===== config.mk =====
export PLATFORM = sky130hd
export DESIGN_NAME = key_matrix_scan_debounce_fifo_flat
export DESIGN_NICKNAME = d
export VERILOG_FILES = /design/src/kmsd_pkg.sv /design/src/kmsd_in_if.sv /design/src/kmsd_out_if.sv /design/src/key_matrix_scan_debounce_fifo.sv /design/src/flat_wrapper.sv
export SDC_FILE = /design/constraint.sdc
export NUM_CORES = 1
export LEC_CHECK = 0
export BUFFER_PORTS_ARGS = -buffer_cell sky130_fd_sc_hd__buf_2
export CAP_MARGIN = 15
export CORE_MARGIN = 3
export CORE_UTILIZATION = 55
export CTS_CLUSTER_DIAMETER = 120
export DETAILED_ROUTE_END_ITERATION = 8
export PLACE_DENSITY = 0.7
export SYNTH_ARGS = -nofsm -noshare
export SYNTH_HDL_FRONTEND = slang
export SYNTH_SLANG_ARGS = --single-unit
export TNS_END_PERCENT = 30

===== constraint.sdc =====
create_clock -name clk -period 3.9 [get_ports clk]
set_input_delay 0.195 -clock clk [delete_from_list [all_inputs] [get_ports clk]]
set_output_delay 0.195 -clock clk [all_outputs]
set_load 0.05 [all_outputs]

===== src/kmsd_pkg.sv =====
// ----------------------------------------------------------------------------
// kmsd_pkg: key matrix scanner shared definitions
// Field widths, opcodes, parameter defaults and the sequencer state type.
// ----------------------------------------------------------------------------
`default_nettype none

package kmsd_pkg;

  // parameter defaults
  localparam int ROWS_DEF        = 4;
  localparam int COLS_DEF        = 8;
  localparam int QUEUE_DEPTH_DEF = 16;

  // payload field widths
  localparam int OPCODE_W = 1;
  localparam int LEVELS_W = 4;
  localparam int SCOL_W   = 3;
  localparam int EROW_W   = 2;
  localparam int ECOL_W   = 3;
  localparam int THR_W    = 8;
  localparam int CNT_W    = 8;

  localparam logic [THR_W-1:0] THR_RESET = 8'd5;
  localparam logic [CNT_W-1:0] CNT_MAX   = 8'hFF;

  localparam logic [OPCODE_W-1:0] OP_SCAN = 1'b0;
  localparam logic [OPCODE_W-1:0] OP_POP  = 1'b1;

  typedef enum logic [2:0] {
    ST_CLEAR,
    ST_IDLE,
    ST_SCAN_RD,
    ST_SCAN_WR,
    ST_POP_RD,
    ST_POP_CAP,
    ST_DONE
  } kmsd_state_t;

endpackage

`default_nettype wire


===== src/kmsd_in_if.sv =====
// ----------------------------------------------------------------------------
// kmsd_in_if: command channel
// Scan tick or pop request with the sensed row levels.
// ----------------------------------------------------------------------------
`default_nettype none

interface kmsd_in_if;
  logic                          valid;
  logic                          ready;
  logic [kmsd_pkg::OPCODE_W-1:0] opcode;
  logic [kmsd_pkg::LEVELS_W-1:0] row_levels;

  modport source (output valid, output opcode, output row_levels, input ready);
  modport sink   (input valid, input opcode, input row_levels, output ready);
endinterface

`default_nettype wire


===== src/kmsd_out_if.sv =====
// ----------------------------------------------------------------------------
// kmsd_out_if: result channel
// Scanned column for a scan tick, popped key event for a pop.
// ----------------------------------------------------------------------------
`default_nettype none

interface kmsd_out_if;
  logic                        valid;
  logic                        ready;
  logic [kmsd_pkg::SCOL_W-1:0] scanned_column;
  logic                        event_valid;
  logic [kmsd_pkg::EROW_W-1:0] event_row;
  logic [kmsd_pkg::ECOL_W-1:0] event_column;
  logic                        event_is_press;

  modport source (output valid, output scanned_column, output event_valid,
                  output event_row, output event_column, output event_is_press,
                  input ready);
  modport sink   (input valid, input scanned_column, input event_valid,
                  input event_row, input event_column, input event_is_press,
                  output ready);
endinterface

`default_nettype wire


===== src/key_matrix_scan_debounce_fifo.sv =====
// ----------------------------------------------------------------------------
// key_matrix_scan_debounce_fifo: matrix scanner with debounce and event queue
// Per-key debounce over a key memory, one row at a time (read, then write), events queued.
// ----------------------------------------------------------------------------
// Scan tick: each row is read, then written back, through the key memory's single
//   port; the result is then registered for output, and the next command is
//   accepted only after the result has been handed to the output register.
// Pop: the queue head is read, captured, then registered for output; the next command waits likewise.
// Reset: synchronous; a clearing pass then zeroes every entry of the key
//   memory, with in_ch.ready low. Configuration writes are taken throughout.
`default_nettype none

module key_matrix_scan_debounce_fifo #(
  parameter int ROWS        = kmsd_pkg::ROWS_DEF,
  parameter int COLS        = kmsd_pkg::COLS_DEF,
  parameter int QUEUE_DEPTH = kmsd_pkg::QUEUE_DEPTH_DEF
) (
  input  wire logic                       clk,
  input  wire logic                       rst_n,
  input  wire logic                       cfg_we,
  input  wire logic [kmsd_pkg::THR_W-1:0] cfg_wdata,
  kmsd_in_if.sink                         in_ch,
  kmsd_out_if.source                      out_ch
);

  localparam int KEYS = ROWS * COLS;
  localparam int KAW  = (KEYS > 1) ? $clog2(KEYS) : 1;
  localparam int RW   = (ROWS > 1) ? $clog2(ROWS) : 1;
  localparam int CW   = (COLS > 1) ? $clog2(COLS) : 1;
  localparam int QAW  = $clog2(QUEUE_DEPTH);
  localparam int EW   = RW + CW + 1;
  localparam int KW   = kmsd_pkg::CNT_W + 1;
  localparam int RXW  = 5;

  localparam logic [KAW-1:0] KEY_LAST = KAW'(KEYS - 1);
  localparam logic [KAW-1:0] COL_STEP = KAW'(COLS);
  localparam logic [RW-1:0]  ROW_LAST = RW'(ROWS - 1);
  localparam logic [CW-1:0]  COL_LAST = CW'(COLS - 1);
  localparam logic [QAW-1:0] Q_LAST   = QAW'(QUEUE_DEPTH - 1);

  // memories: {debounced state, counter} per key, and the event queue
  logic [KW-1:0] key_mem [KEYS];
  logic [EW-1:0] ev_mem  [QUEUE_DEPTH];
  logic [KW-1:0] key_q;
  logic [EW-1:0] ev_q;

  kmsd_pkg::kmsd_state_t state_r, state_nxt;

  logic [KAW-1:0]               addr_r, addr_nxt;
  logic [RW-1:0]                row_r, row_nxt;
  logic [CW-1:0]                col_r, col_nxt;
  logic [QAW-1:0]               wp_r, wp_nxt;
  logic [QAW-1:0]               rp_r, rp_nxt;
  logic [kmsd_pkg::THR_W-1:0]   thr_r, thr_nxt;
  logic [kmsd_pkg::LEVELS_W-1:0] levels_r, levels_nxt;

  logic [kmsd_pkg::SCOL_W-1:0]  res_col_r, res_col_nxt;
  logic                         res_valid_r, res_valid_nxt;
  logic [kmsd_pkg::EROW_W-1:0]  res_row_r, res_row_nxt;
  logic [kmsd_pkg::ECOL_W-1:0]  res_ecol_r, res_ecol_nxt;
  logic                         res_press_r, res_press_nxt;

  logic                         out_valid_r, out_valid_nxt;
  logic [kmsd_pkg::SCOL_W-1:0]  out_col_r, out_col_nxt;
  logic                         out_evalid_r, out_evalid_nxt;
  logic [kmsd_pkg::EROW_W-1:0]  out_row_r, out_row_nxt;
  logic [kmsd_pkg::ECOL_W-1:0]  out_ecol_r, out_ecol_nxt;
  logic                         out_press_r, out_press_nxt;

  logic                        in_ready;
  logic                        accept;
  logic                        out_free;
  logic [RXW-1:0]              row_x;
  logic                        raw;
  logic                        cur_state;
  logic [kmsd_pkg::CNT_W-1:0]  cur_cnt;
  logic [kmsd_pkg::CNT_W-1:0]  cnt_inc;
  logic                        disagree;
  logic                        flip;
  logic [QAW-1:0]              wp_adv;
  logic [QAW-1:0]              rp_adv;
  logic                        q_full;
  logic                        q_empty;
  logic                        push;
  logic                        key_we;
  logic [KW-1:0]               key_wd;

  assign accept   = in_ch.valid && in_ready;
  assign out_free = !out_valid_r || out_ch.ready;

  // shared per-row evaluation
  assign row_x     = RXW'(row_r);
  assign raw       = (row_x < RXW'(kmsd_pkg::LEVELS_W)) ? levels_r[row_x[1:0]] : 1'b0;
  assign cur_state = key_q[KW-1];
  assign cur_cnt   = key_q[kmsd_pkg::CNT_W-1:0];
  assign cnt_inc   = (cur_cnt == kmsd_pkg::CNT_MAX) ? kmsd_pkg::CNT_MAX
                                                    : cur_cnt + 8'd1;
  assign disagree  = (raw != cur_state);
  assign flip      = disagree && (cnt_inc >= thr_r);

  assign wp_adv  = (wp_r == Q_LAST) ? '0 : wp_r + 1'b1;
  assign rp_adv  = (rp_r == Q_LAST) ? '0 : rp_r + 1'b1;
  assign q_full  = (wp_adv == rp_r);
  assign q_empty = (wp_r == rp_r);
  assign push    = (state_r == kmsd_pkg::ST_SCAN_WR) && flip && !q_full;

  // next state
  always_comb begin
    state_nxt = state_r;
    case (state_r)
      kmsd_pkg::ST_CLEAR: begin
        if (addr_r == KEY_LAST) state_nxt = kmsd_pkg::ST_IDLE;
      end
      kmsd_pkg::ST_IDLE: begin
        if (in_ch.valid) begin
          state_nxt = (in_ch.opcode == kmsd_pkg::OP_POP) ? kmsd_pkg::ST_POP_RD
                                                         : kmsd_pkg::ST_SCAN_RD;
        end
      end
      kmsd_pkg::ST_SCAN_RD: state_nxt = kmsd_pkg::ST_SCAN_WR;
      kmsd_pkg::ST_SCAN_WR: begin
        state_nxt = (row_r == ROW_LAST) ? kmsd_pkg::ST_DONE : kmsd_pkg::ST_SCAN_RD;
      end
      kmsd_pkg::ST_POP_RD:  state_nxt = kmsd_pkg::ST_POP_CAP;
      kmsd_pkg::ST_POP_CAP: state_nxt = kmsd_pkg::ST_DONE;
      kmsd_pkg::ST_DONE: begin
        if (out_free) state_nxt = kmsd_pkg::ST_IDLE;
      end
      default: state_nxt = kmsd_pkg::ST_IDLE;
    endcase
  end

  // outputs and datapath
  always_comb begin
    in_ready       = 1'b0;
    addr_nxt       = addr_r;
    row_nxt        = row_r;
    col_nxt        = col_r;
    wp_nxt         = push ? wp_adv : wp_r;
    rp_nxt         = rp_r;
    thr_nxt        = cfg_we ? cfg_wdata : thr_r;
    levels_nxt     = levels_r;
    res_col_nxt    = res_col_r;
    res_valid_nxt  = res_valid_r;
    res_row_nxt    = res_row_r;
    res_ecol_nxt   = res_ecol_r;
    res_press_nxt  = res_press_r;
    out_valid_nxt  = out_valid_r && !out_ch.ready;
    out_col_nxt    = out_col_r;
    out_evalid_nxt = out_evalid_r;
    out_row_nxt    = out_row_r;
    out_ecol_nxt   = out_ecol_r;
    out_press_nxt  = out_press_r;
    key_we         = 1'b0;
    key_wd         = '0;

    case (state_r)
      kmsd_pkg::ST_CLEAR: begin
        key_we   = 1'b1;
        addr_nxt = addr_r + 1'b1;
      end
      kmsd_pkg::ST_IDLE: begin
        in_ready = 1'b1;
        if (accept) begin
          levels_nxt = in_ch.row_levels;
          row_nxt    = '0;
          addr_nxt   = KAW'(col_r);
        end
      end
      kmsd_pkg::ST_SCAN_WR: begin
        key_we = 1'b1;
        if (!disagree) begin
          key_wd = {cur_state, {kmsd_pkg::CNT_W{1'b0}}};
        end else if (flip) begin
          key_wd = {raw, {kmsd_pkg::CNT_W{1'b0}}};
        end else begin
          key_wd = {cur_state, cnt_inc};
        end
        if (row_r == ROW_LAST) begin
          res_col_nxt   = kmsd_pkg::SCOL_W'(col_r);
          res_valid_nxt = 1'b0;
          res_row_nxt   = '0;
          res_ecol_nxt  = '0;
          res_press_nxt = 1'b0;
          col_nxt       = (col_r == COL_LAST) ? '0 : col_r + 1'b1;
        end else begin
          addr_nxt = addr_r + COL_STEP;
          row_nxt  = row_r + 1'b1;
        end
      end
      kmsd_pkg::ST_POP_CAP: begin
        res_col_nxt = '0;
        if (!q_empty) begin
          res_valid_nxt = 1'b1;
          res_row_nxt   = kmsd_pkg::EROW_W'(ev_q[EW-1 -: RW]);
          res_ecol_nxt  = kmsd_pkg::ECOL_W'(ev_q[CW:1]);
          res_press_nxt = ev_q[0];
          rp_nxt        = rp_adv;
        end else begin
          res_valid_nxt = 1'b0;
          res_row_nxt   = '0;
          res_ecol_nxt  = '0;
          res_press_nxt = 1'b0;
        end
      end
      kmsd_pkg::ST_DONE: begin
        if (out_free) begin
          out_valid_nxt  = 1'b1;
          out_col_nxt    = res_col_r;
          out_evalid_nxt = res_valid_r;
          out_row_nxt    = res_row_r;
          out_ecol_nxt   = res_ecol_r;
          out_press_nxt  = res_press_r;
        end
      end
      default: begin
      end
    endcase
  end

  always_ff @(posedge clk) begin
    if (!rst_n) begin
      state_r     <= kmsd_pkg::ST_CLEAR;
      addr_r      <= '0;
      row_r       <= '0;
      col_r       <= '0;
      wp_r        <= '0;
      rp_r        <= '0;
      thr_r       <= kmsd_pkg::THR_RESET;
      out_valid_r <= 1'b0;
    end else begin
      state_r     <= state_nxt;
      addr_r      <= addr_nxt;
      row_r       <= row_nxt;
      col_r       <= col_nxt;
      wp_r        <= wp_nxt;
      rp_r        <= rp_nxt;
      thr_r       <= thr_nxt;
      out_valid_r <= out_valid_nxt;
    end
  end

  always_ff @(posedge clk) begin
    levels_r     <= levels_nxt;
    res_col_r    <= res_col_nxt;
    res_valid_r  <= res_valid_nxt;
    res_row_r    <= res_row_nxt;
    res_ecol_r   <= res_ecol_nxt;
    res_press_r  <= res_press_nxt;
    out_col_r    <= out_col_nxt;
    out_evalid_r <= out_evalid_nxt;
    out_row_r    <= out_row_nxt;
    out_ecol_r   <= out_ecol_nxt;
    out_press_r  <= out_press_nxt;
  end

  // key memory: one address per cycle, write after read of the same row
  always_ff @(posedge clk) begin
    if (key_we) key_mem[addr_r] <= key_wd;
    key_q <= key_mem[addr_r];
  end

  // event queue
  always_ff @(posedge clk) begin
    if (push) ev_mem[wp_r] <= {row_r, col_r, raw};
    ev_q <= ev_mem[rp_r];
  end

  assign in_ch.ready           = in_ready;
  assign out_ch.valid          = out_valid_r;
  assign out_ch.scanned_column = out_col_r;
  assign out_ch.event_valid    = out_evalid_r;
  assign out_ch.event_row      = out_row_r;
  assign out_ch.event_column   = out_ecol_r;
  assign out_ch.event_is_press = out_press_r;

endmodule

`default_nettype wire


===== src/flat_wrapper.sv =====
// flat-port wrapper written by rule: the top's interface ports become plain ports
module key_matrix_scan_debounce_fifo_flat 
#(
  parameter int ROWS        = kmsd_pkg::ROWS_DEF,
  parameter int COLS        = kmsd_pkg::COLS_DEF,
  parameter int QUEUE_DEPTH = kmsd_pkg::QUEUE_DEPTH_DEF
)
  (clk, rst_n, cfg_we, cfg_wdata, in_ch_valid, in_ch_opcode, in_ch_row_levels, in_ch_ready, out_ch_valid, out_ch_scanned_column, out_ch_event_valid, out_ch_event_row, out_ch_event_column, out_ch_event_is_press, out_ch_ready);
  kmsd_in_if in_ch_i ();
  kmsd_out_if out_ch_i ();
  input  wire logic clk;
  input  wire logic rst_n;
  input  wire logic cfg_we;
  input  wire logic [kmsd_pkg::THR_W-1:0] cfg_wdata;
  input wire logic [$bits(in_ch_i.valid)-1:0] in_ch_valid;
  input wire logic [$bits(in_ch_i.opcode)-1:0] in_ch_opcode;
  input wire logic [$bits(in_ch_i.row_levels)-1:0] in_ch_row_levels;
  output wire logic [$bits(in_ch_i.ready)-1:0] in_ch_ready;
  output wire logic [$bits(out_ch_i.valid)-1:0] out_ch_valid;
  output wire logic [$bits(out_ch_i.scanned_column)-1:0] out_ch_scanned_column;
  output wire logic [$bits(out_ch_i.event_valid)-1:0] out_ch_event_valid;
  output wire logic [$bits(out_ch_i.event_row)-1:0] out_ch_event_row;
  output wire logic [$bits(out_ch_i.event_column)-1:0] out_ch_event_column;
  output wire logic [$bits(out_ch_i.event_is_press)-1:0] out_ch_event_is_press;
  input wire logic [$bits(out_ch_i.ready)-1:0] out_ch_ready;
  assign in_ch_i.valid = in_ch_valid;
  assign in_ch_i.opcode = in_ch_opcode;
  assign in_ch_i.row_levels = in_ch_row_levels;
  assign in_ch_ready = in_ch_i.ready;
  assign out_ch_valid = out_ch_i.valid;
  assign out_ch_scanned_column = out_ch_i.scanned_column;
  assign out_ch_event_valid = out_ch_i.event_valid;
  assign out_ch_event_row = out_ch_i.event_row;
  assign out_ch_event_column = out_ch_i.event_column;
  assign out_ch_event_is_press = out_ch_i.event_is_press;
  assign out_ch_i.ready = out_ch_ready;
  key_matrix_scan_debounce_fifo #(.ROWS(ROWS), .COLS(COLS), .QUEUE_DEPTH(QUEUE_DEPTH)) u_core (.clk(clk), .rst_n(rst_n), .cfg_we(cfg_we), .cfg_wdata(cfg_wdata), .in_ch(in_ch_i), .out_ch(out_ch_i));
endmodule

==> impl_metrics.env, run 1 <==
export IMPL_worst_slew_pin_slew_ps=990
export IMPL_skew_ps=22.9
export IMPL_grt_use_total_pct=22.2
export IMPL_worst_slack_ps=256
export IMPL_clock_fmax_ghz=0.274
export IMPL_dieHeight_um=188
export IMPL_vdd_drop_max_uv=388
export IMPL_yosys_warnings=0
export IMPL_placementRows=66
export IMPL_status="finished clean"
export IMPL_post_route_drc_count=0
export IMPL_rsz0062_at_grt="no"
export IMPL_cts_tree="done"
export IMPL_syn_area_um2=18300
export IMPL_grt_pass1_wl_mm=58.9
export IMPL_drive_gt1_share_pct=25.8
export IMPL_hold_ws_ps=62.0
export IMPL_place_congestion=0.832
export IMPL_cap_violations=0
export IMPL_end_kind="flip-flop"
export IMPL_final_cell_mix="edfxtp_1, mux4_2, nand2_1"
export IMPL_core_um2=32600
export IMPL_grt_max_degree=49
export IMPL_cts_root_buffer="clkbuf_16"
export IMPL_grt_pass1_vias=9502
export IMPL_period_minus_slack_ps=3640
export IMPL_setup_tns_final_ps=0
export IMPL_start_kind="flip-flop"
export IMPL_place_hpwl_mm=23.8
export IMPL_nets=1115
export IMPL_finalCritPeriodShare_pct=93.4
export IMPL_p_total_mw=9.99
export IMPL_synth_nets=1014
export IMPL_rrSetupSlack_ps=260
export IMPL_final_common_cell="edfxtp_1"
export IMPL_vias=9295
export IMPL_drt_pass1_iter_count=5
export IMPL_synth_avg_cell_area_um2=18.9
export IMPL_slew_headroom_pct=33.1
export IMPL_r2r_end="u_core.key_mem[22][5]$_DFFE_PP_"
export IMPL_cts_buffers=45
export IMPL_synth_seq_cells=453
export IMPL_synth_main_ff_cell="edfxtp_1"
export IMPL_num_io_pins=30
export IMPL_insertion_delay_ps=540
export IMPL_ys_seq_area_share_pct=72.0
export IMPL_area_growth_pct=14.0
export IMPL_drtIter0Drc=857
export IMPL_die_area_um2=35500
export IMPL_avgViaCountPerCell=6.01
export IMPL_antenna_found_initial=0
export IMPL_arrival_ps=3960
export IMPL_slew_violations=0
export IMPL_dpl_cell_area_um2=19200
export IMPL_port_buffers=29
export IMPL_r2r_start="u_core.key_q[0]$_DFF_P_"
export IMPL_hold_violations=0
export IMPL_p_leak_nw=6.57
export IMPL_synth_enable_flop_cells=408
export IMPL_htree_levels=2
export IMPL_syn_instance_count=967
export IMPL_worst_r2r_cell_count=11
export IMPL_critPathMaxFanout=32
export IMPL_detail_route_wl_per_cell_um=24.9
export IMPL_diodes=0
export IMPL_powerDensity_nw_per_um2=479
export IMPL_critPathLaunch="u_core.key_q[0]$_DFF_P_"
export IMPL_async_flop_share_pct=0
export IMPL_criticalPathCategory="flip-flop to flip-flop"
export IMPL_start_util_pct=56.0
export IMPL_routed_wl_mm=38.6
export IMPL_postLayoutCellArea_um2=20800
export IMPL_dp_slack_ps=191
export IMPL_synth_cell_types=57
export IMPL_drtAntennaViolNets=0
export IMPL_grt_overflow_total=0
export IMPL_cts_sinks=453
export IMPL_hp_class="input pin to flip-flop"
export IMPL_critPathCapture="u_core.key_mem[22][5]$_DFFE_PP_"
export IMPL_clkTransAtPathRegs_ps=60
export IMPL_cts_max_path_buffers=3
export IMPL_die_x_um=188
export IMPL_setup_violations=0
export IMPL_worstPathRequired_ps=4220
[flip-flops by register name (all words and copies together) (netlist names), 4 cells and up]
signal	flops
u_core.key_mem	288
u_core.wp_r	4
u_core.key_q	9
u_core.levels_r	4
u_core.rp_r	4
u_core.thr_r	8
u_core.ev_q	6
u_core.ev_mem	96
u_core.addr_r	5
[synth_stat cells (2+ instances only)]
cell type / count / area share, %
mux2i_1: 24 / 1.3
edfxtp_1: 408 / 67
inv_2: 2 / 0.041
o21a_1: 5 / 0.21
a41oi_1: 2 / 0.096
buf_4: 2 / 0.082
xnor2_1: 9 / 0.43
a31oi_1: 7 / 0.24
a21oi_1: 15 / 0.41
or3_1: 2 / 0.068
clkbuf_1: 17 / 0.35
buf_6: 6 / 0.37
and2_1: 18 / 0.62
nand3_1: 8 / 0.22
inv_1: 15 / 0.31
nor2_1: 45 / 0.92
buf_2: 17 / 0.47
xor2_1: 4 / 0.19
nand2_1: 68 / 1.4
o211a_1: 3 / 0.16
nor2b_1: 29 / 0.99
a211oi_1: 6 / 0.25
ha_1: 29 / 2.0
dfxtp_1: 45 / 4.9
o21ai_0: 4 / 0.11
mux4_2: 115 / 14
and4_1: 2 / 0.096
nor3_1: 4 / 0.11
a21boi_1: 2 / 0.082
nand2b_1: 7 / 0.24
nand3b_1: 2 / 0.082
and3_1: 17 / 0.58
o21ai_1: 4 / 0.11
[where the power goes]
part	total (mW)	internal, mW	leakage (nW)	switching (mW)
logic	0.422	0.197	2.07	0.226
registers	5.33	5.27	3.79	0.0634
clock network	4.23	2.51	0.710	1.72
[worst max-delay path, stage by stage (launching register included)]
cell and delay, ps:
dfxtp_1 350, ha_1 210, and3_1 250, nand3_1 250, and2_1 280, ha_1 270, nand2b_1 140, a2111o_1 450
a31oi_4 400, nand3_2 290, a21oi_2 210, buf_4 310
[layout make-up]
| type | instances | area, um2 |
|---|---|---|
| flip-flops and latches | 453 | 13200 |
| inverters | 18 | 67.6 |
| clock buffers | 61 | 1250 |
| well taps | 442 | 553 |
| multi-input cells | 453 | 4860 |
| clock inverters | 22 | 216 |
| repair buffers | 97 | 726 |
| fillers | 2224 | 11800 |
[per-stage QoR]
stage / cells / utilization, %
after floorplan: 967 / -
after global placement: 1450 / 59.0
after detailed placement: 1450 / 59.0
after CTS: 1546 / 63.8
after global routing: 1546 / 63.9
final: 1546 / 63.9
[worst min path at each step]
stage                              from                           end  slack, ps  cells after the start
detailed placement  in_ch_row_levels[2]  u_core.levels_r[2]$_DFFE_PP_        380                      1
global placement    in_ch_row_levels[0]  u_core.levels_r[0]$_DFFE_PP_        380                      1
CTS                              cfg_we  u_core.thr_r[2]$_SDFFE_PN1P_         50                      3
global route                     cfg_we  u_core.thr_r[2]$_SDFFE_PN1P_         80                      3
finish                           cfg_we  u_core.thr_r[2]$_SDFFE_PN1P_         60                      3
floorplan           in_ch_row_levels[0]  u_core.levels_r[0]$_DFFE_PP_        290                      0
[what timing repair did]
| action | CTS | global route |
|---|---|---|
| setup endpoints to repair | 0 | 160 |
| resized for setup | 0 | 1 |
| endpoints found under the hold margin | 13 | 0 |
| hold buffers | 13 | 0 |
| buffers inserted | 0 | 0 |
[layer usage]
metal	track usage [%]	routed length [um]
met4	5.79	844
met3	3.96	2700
met1	32.5	16200
met2	35.5	18800
met5	0	0
[cell families (layout without fill, tap and decap cells)]
kind of cell             Yosys count  in the layout  share of synthesized area (%)
AO/OA/AOI/OAI                     62             62                           2.55
XOR/XNOR                          14             14                          0.712
adder cells (fa/ha/maj)           29             29                           1.99
AND/OR/NAND/NOR                  208            208                           5.59
flip-flops                       453            453                           72.0
buffers and inverters             61            198                           1.66
multiplexers                     140            140                           15.5
(Power assumes the default switching activity.)
==> inputs of run 2 (changes only) <==
--- a/config.mk
+++ b/config.mk
@@ -11,7 +11,7 @@
 export CORE_UTILIZATION = 55
 export CTS_CLUSTER_DIAMETER = 120
 export DETAILED_ROUTE_END_ITERATION = 8
-export PLACE_DENSITY = 0.7
+export PLACE_DENSITY = 0.67
 export SYNTH_ARGS = -nofsm -noshare
 export SYNTH_HDL_FRONTEND = slang
 export SYNTH_SLANG_ARGS = --single-unit
==> constraint.sdc (replaced) <==
create_clock -name clk -period 4.1 [get_ports clk]
set_input_delay 0.205 -clock clk [delete_from_list [all_inputs] [get_ports clk]]
set_output_delay 0.205 -clock clk [all_outputs]
set_load 0.05 [all_outputs]
==> run 2 against run 1 <==
Clock power decreased by 4%; combinational power shrank 6.6%; global-route usage rose by 1.5 points; final cell count about the same; setup slack better by 340 ps; fmax rose by 4.1%; total power shrank 4.6%; clock-buffer cell count shrank 2; die area unchanged; sequential share of layout area grew 0.076 points; critical path type unchanged; via count about the same.
==> impl_metrics.env, run 2 (same netlist as run 1, synthesis figures left out) <==
export IMPL_status="finished clean"
export IMPL_slew_violations=0
export IMPL_cts_buffers=45
export IMPL_period_minus_slack_ps=3500
export IMPL_die_area_um2=35500
export IMPL_crit_family="simple AND/OR/NAND/NOR gates"
export IMPL_setup_tns_final_ps=0
export IMPL_setup_violations=0
export IMPL_fin_cells=1547
export IMPL_drive_gt1_share_pct=26.0
export IMPL_critical_path_max_stage_delay_ps=460
export IMPL_end_kind="flip-flop"
export IMPL_reg_top3="u_core.key_mem: 288 flops, u_core.ev_mem: 96 flops, u_core.key_q: 9 flops"
export IMPL_p_switching_mw=1.92
export IMPL_drtIter0Drc=920
export IMPL_grt_pass1_wl_mm=61.2
export IMPL_powerDensity_nw_per_um2=458
export IMPL_grt_use_total_pct=23.7
export IMPL_rsz0062_at_grt="no"
export IMPL_critPathBufInv=1
export IMPL_final_cell_mix="edfxtp_1, mux4_2, nand2_1"
export IMPL_dp_cells=1451
export IMPL_critPathMaxFanout=32
export IMPL_multi_input_area_um2=4850
export IMPL_utilization_pct=63.8
export IMPL_area_growth_pct=13.8
export IMPL_cts_max_path_buffers=3
export IMPL_vias=9287
export IMPL_top_register="u_core.key_mem"
export IMPL_port_buffers=29
export IMPL_ctsResizeCount=0
export IMPL_diodes=0
export IMPL_grt_pass1_vias=9359
export IMPL_slowest_stage="a2111o_1"
export IMPL_final_common_cell="edfxtp_1"
export IMPL_place_congestion=0.863
export IMPL_num_io_pins=30
export IMPL_core_um2=32600
export IMPL_vdd_drop_max_uv=400
export IMPL_skew_ps=10.0
export IMPL_die_x_um=188
export IMPL_arrival_ps=3850
export IMPL_htree_levels=2
export IMPL_nets=1116
export IMPL_detail_route_wl_per_cell_um=26.3
export IMPL_placementRows=66
export IMPL_clockPowerShare_pct=42.6
export IMPL_finalCritPeriodShare_pct=85.4
export IMPL_switching_share_pct=20.2
export IMPL_drtAntennaViolNets=0
export IMPL_hp_class="input pin to flip-flop"
export IMPL_comb_power_share_pct=4.1
export IMPL_insertion_delay_ps=550
export IMPL_slew_headroom_pct=31.6
export IMPL_criticalPathCategory="flip-flop to flip-flop"
export IMPL_hold_ws_ps=58.5
export IMPL_grt_overflow_total=0
export IMPL_pwr_share_seq_pct=53.3
export IMPL_cap_violations=0
export IMPL_worstPathCellList="ha_1, and3_1, nand3_1, and2_1, ha_1, nand2b_1, a2111o_1, a31oi_4, nand3_1, a21oi_2, buf_4"
export IMPL_start_kind="flip-flop"
export IMPL_drt_pass1_iter_count=5
export IMPL_antenna_found_initial=0
export IMPL_p_int_mw=7.61
export IMPL_cts_sinks=453
export IMPL_hold_violations=0
export IMPL_dieHeight_um=188
export IMPL_routed_wl_mm=40.7
export IMPL_post_route_drc_count=0
export IMPL_worst_slew_pin_slew_ps=1030
export IMPL_place_hpwl_mm=25.0
export IMPL_avgViaCountPerCell=6.00
export IMPL_worstPathRequired_ps=4450
export IMPL_p_leak_nw=6.56
export IMPL_regArea_um2=13200
export IMPL_clkTransAtPathRegs_ps=60
export IMPL_fillers=2251
export IMPL_cts_root_buffer="clkbuf_16"
export IMPL_start_util_pct=56.0
export IMPL_grt_max_degree=35
export IMPL_largest_register_ffs=288
export IMPL_clock_fmax_ghz=0.286
export IMPL_cts_tree="done"
## run 2: worst paths after layout
| kind | end | start | slack [ps] | cells after the start |
|---|---|---|---|---|
| max | u_core.key_mem[2][3]$_DFFE_PP_ | u_core.key_q[0]$_DFF_P_ | 600 | 11 |
| min | u_core.thr_r[2]$_SDFFE_PN1P_ | cfg_we | 60 | 3 |
| max reg2reg | u_core.key_mem[2][3]$_DFFE_PP_ | u_core.key_q[0]$_DFF_P_ | 600 | 11 |
| min reg2reg | u_core.out_ch.event_row[0]$_DFFE_PP_ | u_core.res_row_r[0]$_SDFFCE_PN0P_ | 420 | 0 |
## run 2: worst register-to-register path, delay by kind of cell (launching register included)
kind | cells | cell delay, ps
compound gates | 3 | 1050
fa+ha+maj | 2 | 490
buf+inv | 1 | 300
flops | 1 | 350
simple gates | 5 | 1110
## run 2: cell type report
cell class	instances	share of cell area (%)
tap	442	2.66
inverter	18	0.325
sequential	453	63.3
clock inverter	24	1.15
clock buffer	59	5.87
timing repair buffer	98	3.40
multi-input combinational	453	23.3
## run 2: timing repair
item                      4_1_cts  5_1_grt
hold buffers                   13        0
hold endpoints to repair       13        0
setup buffers                   0        0
## run 2: power groups by stage
| stage | clock, mW | combinational [mW] | sequential (mW) |
|---|---|---|---|
| after global routing | 4.33 | 0.429 | 5.08 |
| after global placement | 0 | 0.379 | 5.17 |
| final | 4.06 | 0.394 | 5.08 |
| after detailed placement | 0 | 0.383 | 5.17 |
| after floorplan | 0 | 0.305 | 5.13 |
| after CTS | 4.14 | 0.396 | 5.08 |
## run 2: stage by stage
step	power [mW]	instance area [um2]	worst slack, ps
CTS	9.61	20800	593
floorplan	5.43	18300	67.3
global placement	5.55	19200	678
detailed placement	5.56	19200	628
finish	9.53	20800	598
global route	9.84	20800	344
## run 2: metal layers
layer,vias to the layer above,GRT usage [%],part of all wire [%]
met2,380,36.9,47
li1,4045,-,-
met3,77,4.74,7.9
met1,4785,34.2,42
met4,0,8.51,3.4
met5,-,0,0
==> inputs of run 3 (changes only) <==
--- a/config.mk
+++ b/config.mk
@@ -5,13 +5,16 @@
 export SDC_FILE = /design/constraint.sdc
 export NUM_CORES = 1
 export LEC_CHECK = 0
+export ABC_AREA = 1
 export BUFFER_PORTS_ARGS = -buffer_cell sky130_fd_sc_hd__buf_2
 export CAP_MARGIN = 15
+export CELL_PAD_IN_SITES_DETAIL_PLACEMENT = 0
+export CELL_PAD_IN_SITES_GLOBAL_PLACEMENT = 2
 export CORE_MARGIN = 3
-export CORE_UTILIZATION = 55
+export CORE_UTILIZATION = 43
 export CTS_CLUSTER_DIAMETER = 120
 export DETAILED_ROUTE_END_ITERATION = 8
-export PLACE_DENSITY = 0.67
+export PLACE_DENSITY = 0.74
 export SYNTH_ARGS = -nofsm -noshare
 export SYNTH_HDL_FRONTEND = slang
 export SYNTH_SLANG_ARGS = --single-unit
==> run 3 against run 2 <==
Sequential share of layout area down 2.4 points; highest routed layer unchanged; critical path depth up 9; clock-buffer cell count up 4; wire length up 23%; total power up 5.1%; register-to-register slack worse by 200 ps; clock power up 7.6%; sequential power about the same; clock skew up 15 ps; final cell count up 49%; via count up 30%.
==> impl_metrics.env, run 3 <==
export IMPL_synth_main_ff_cell="edfxtp_1"
export IMPL_ys_top_cells_by_area="edfxtp_1, nand2_1, nor2_1"
export IMPL_synth_nets=1655
export IMPL_yosysMostFrequentCell="edfxtp_1"
export IMPL_diodes=0
export IMPL_num_io_pins=30
export IMPL_r2r_end="u_core.ev_mem[0][4]$_DFFE_PP_"
export IMPL_htree_levels=2
export IMPL_place_congestion=0.789
export IMPL_die_area_um2=46300
export IMPL_netlist_area_leader_share_pct=65.1
export IMPL_reg_top3="u_core.key_mem: 288 flops, u_core.ev_mem: 96 flops, u_core.key_q: 9 flops"
export IMPL_rrSetupSlack_ps=400
export IMPL_end_kind="flip-flop"
export IMPL_grt_max_degree=145
export IMPL_routed_wl_mm=50.1
export IMPL_ys_top_cells_by_count="edfxtp_1, nand2_1, nor2_1"
export IMPL_ys_seq_area_share_pct=69.9
export IMPL_worst_slew_pin_slew_ps=1070
export IMPL_drtIter0Drc=895
export IMPL_worstPathRequired_ps=4320
export IMPL_slew_headroom_pct=28.6
export IMPL_grt_pass1_wl_mm=75.5
export IMPL_grt_pass1_vias=12000
export IMPL_crit_top_cell="nand2_1"
export IMPL_hold_ws_ps=60.1
export IMPL_drtAntennaViolNets=0
export IMPL_antenna_found_initial=0
export IMPL_cap_violations=0
export IMPL_die_x_um=215
export IMPL_vias=12100
export IMPL_grt_use_total_pct=21.6
export IMPL_cts_max_path_buffers=3
export IMPL_yosys_warnings=0
export IMPL_cts_root_buffer="clkbuf_16"
export IMPL_r2r_start="u_core.key_q[0]$_DFF_P_"
export IMPL_dp_slack_ps=422
export IMPL_port_buffers=29
export IMPL_syn_area_um2=18800
export IMPL_synth_cell_types=40
export IMPL_crit_family="simple AND/OR/NAND/NOR gates"
export IMPL_powerDensity_nw_per_um2=464
export IMPL_start_util_pct=44.1
export IMPL_cts_tree="done"
export IMPL_setup_tns_final_ps=0
export IMPL_insertion_delay_ps=600
export IMPL_area_growth_pct=14.9
export IMPL_p_leak_nw=7.49
export IMPL_hp_class="input pin to flip-flop"
export IMPL_worst_hold_startpoint="rst_n"
export IMPL_top_register="u_core.key_mem"
export IMPL_worstPathCellList="ha_1, nand2_1, inv_1, nand2_1, nor2_1, nand2_1, nor2_1, nand2_1, inv_1, nor3_1, inv_1, ha_1, nand2_1, nand2_1, nand3_1, nand2_1, a21oi_2, nor2_4, nand2_2, nor2_1"
export IMPL_dieHeight_um=215
export IMPL_skew_ps=24.7
export IMPL_arrival_ps=3910
export IMPL_vdd_drop_max_uv=387
export IMPL_slew_violations=0
export IMPL_p_total_mw=10.0
export IMPL_clock_fmax_ghz=0.270
export IMPL_grt_overflow_total=0
export IMPL_worst_slack_ps=402
export IMPL_drive_gt1_share_pct=12.3
export IMPL_start_kind="flip-flop"
export IMPL_critPathBufInv=3
export IMPL_setup_violations=0
export IMPL_async_flop_share_pct=0
export IMPL_worstHoldEndpoint="u_core.addr_r[3]$_SDFFE_PN0P_"
export IMPL_slowest_stage="nor2_1"
export IMPL_synth_avg_cell_area_um2=11.7
export IMPL_rsz0062_at_grt="no"
export IMPL_post_route_drc_count=0
export IMPL_finalCritPeriodShare_pct=90.2
export IMPL_largest_register_ffs=288
export IMPL_detail_route_wl_per_cell_um=21.7
export IMPL_worst_r2r_cell_count=20
export IMPL_hold_violations=0
export IMPL_status="finished clean"
export IMPL_synth_enable_flop_cells=408
export IMPL_critical_path_max_stage_delay_ps=490
export IMPL_final_cell_mix="edfxtp_1, nand2_1, nor2_1"
export IMPL_syn_instance_count=1608
export IMPL_ctsResizeCount=0
export IMPL_clkTransAtPathRegs_ps=60
export IMPL_avgViaCountPerCell=5.24
export IMPL_period_minus_slack_ps=3700
export IMPL_cts_buffers=50
export IMPL_place_hpwl_mm=30.4
export IMPL_synth_seq_cells=453
export IMPL_criticalPathCategory="flip-flop to flip-flop"
export IMPL_final_common_cell="edfxtp_1"
export IMPL_placementRows=75
export IMPL_drt_pass1_iter_count=5
export IMPL_synth_largest_area_cell="edfxtp_1"
export IMPL_critPathMaxFanout=12
export IMPL_nets=1737
export IMPL_cts_sinks=453
export IMPL_hold_depth=3
export IMPL_core_um2=42600
[run 3: kinds of logic (layout without fill, tap and decap cells)]
family / Yosys count / in the layout / synth area share, %
compound gates: 323 / 323 / 9.44
xor+xnor: 7 / 7 / 0.326
fa+ha+maj: 29 / 29 / 1.93
buf+inv: 156 / 277 / 3.63
flops: 453 / 453 / 69.9
mux: 27 / 27 / 1.44
simple gates: 613 / 613 / 13.3
[run 3: metrics by stage]
stage | utilization (%) | cells | instance area (um2)
3_3_place_gp | 46.5 | 2196 | 19800
4_1_cts | 50.7 | 2306 | 21600
6_report | 50.7 | 2306 | 21600
3_5_place_dp | 46.5 | 2196 | 19800
2_1_floorplan | - | 1608 | 18800
5_1_grt | 50.7 | 2306 | 21600
[run 3: where the power goes]
group | internal, mW | total (mW) | switching, mW
logic | 0.184 | 0.609 | 0.425
registers | 5.02 | 5.05 | 0.0266
clock network | 2.59 | 4.37 | 1.78
total | 7.79 | 10.0 | 2.23
[run 3: what timing repair did]
action	CTS	global route
hold buffers	19	0
buffers inserted	0	0
hold endpoints to repair	16	0
endpoints found under the setup margin	0	0
[run 3: worst max path at each step]
stage | cells after the start | to | start | slack (ps)
6_report | 20 | u_core.ev_mem[0][4]$_DFFE_PP_ | u_core.key_q[0]$_DFF_P_ | 400
5_1_grt | 20 | u_core.ev_mem[0][5]$_DFFE_PP_ | u_core.key_q[0]$_DFF_P_ | 30
4_1_cts | 20 | u_core.ev_mem[0][4]$_DFFE_PP_ | u_core.key_q[0]$_DFF_P_ | 390
3_5_place_dp | 20 | u_core.ev_mem[0][0]$_DFFE_PP_ | u_core.key_q[0]$_DFF_P_ | 420
3_3_place_gp | 20 | u_core.ev_mem[0][1]$_DFFE_PP_ | u_core.key_q[0]$_DFF_P_ | 550
2_1_floorplan | 19 | u_core.key_mem[0][1]$_DFFE_PP_ | u_core.key_q[0]$_DFF_P_ | 620
[run 3: routing by layer]
layer / up-vias / GRT usage [%] / wire length, um
met5: - / 0 / 0
met2: 265 / 38.0 / 25000
met4: 0 / 5.84 / 1160
li1: 5815 / - / -
met1: 5930 / 28.0 / 21900
met3: 77 / 3.29 / 2090
[run 3: layout make-up]
type	count	area, um2
Sequential cell	453	13200
Clock buffer	63	1320
Inverter	76	287
Timing Repair Buffer	110	851
Multi-Input combinational cell	999	5000
Clock inverter	28	278
Tap cell	577	722
Fill cell	3853	21000
[run 3: worst min-delay path, stage by stage]
cell and delay [ps]:
buf_2 230, nand2_1 120, nor2_1 40
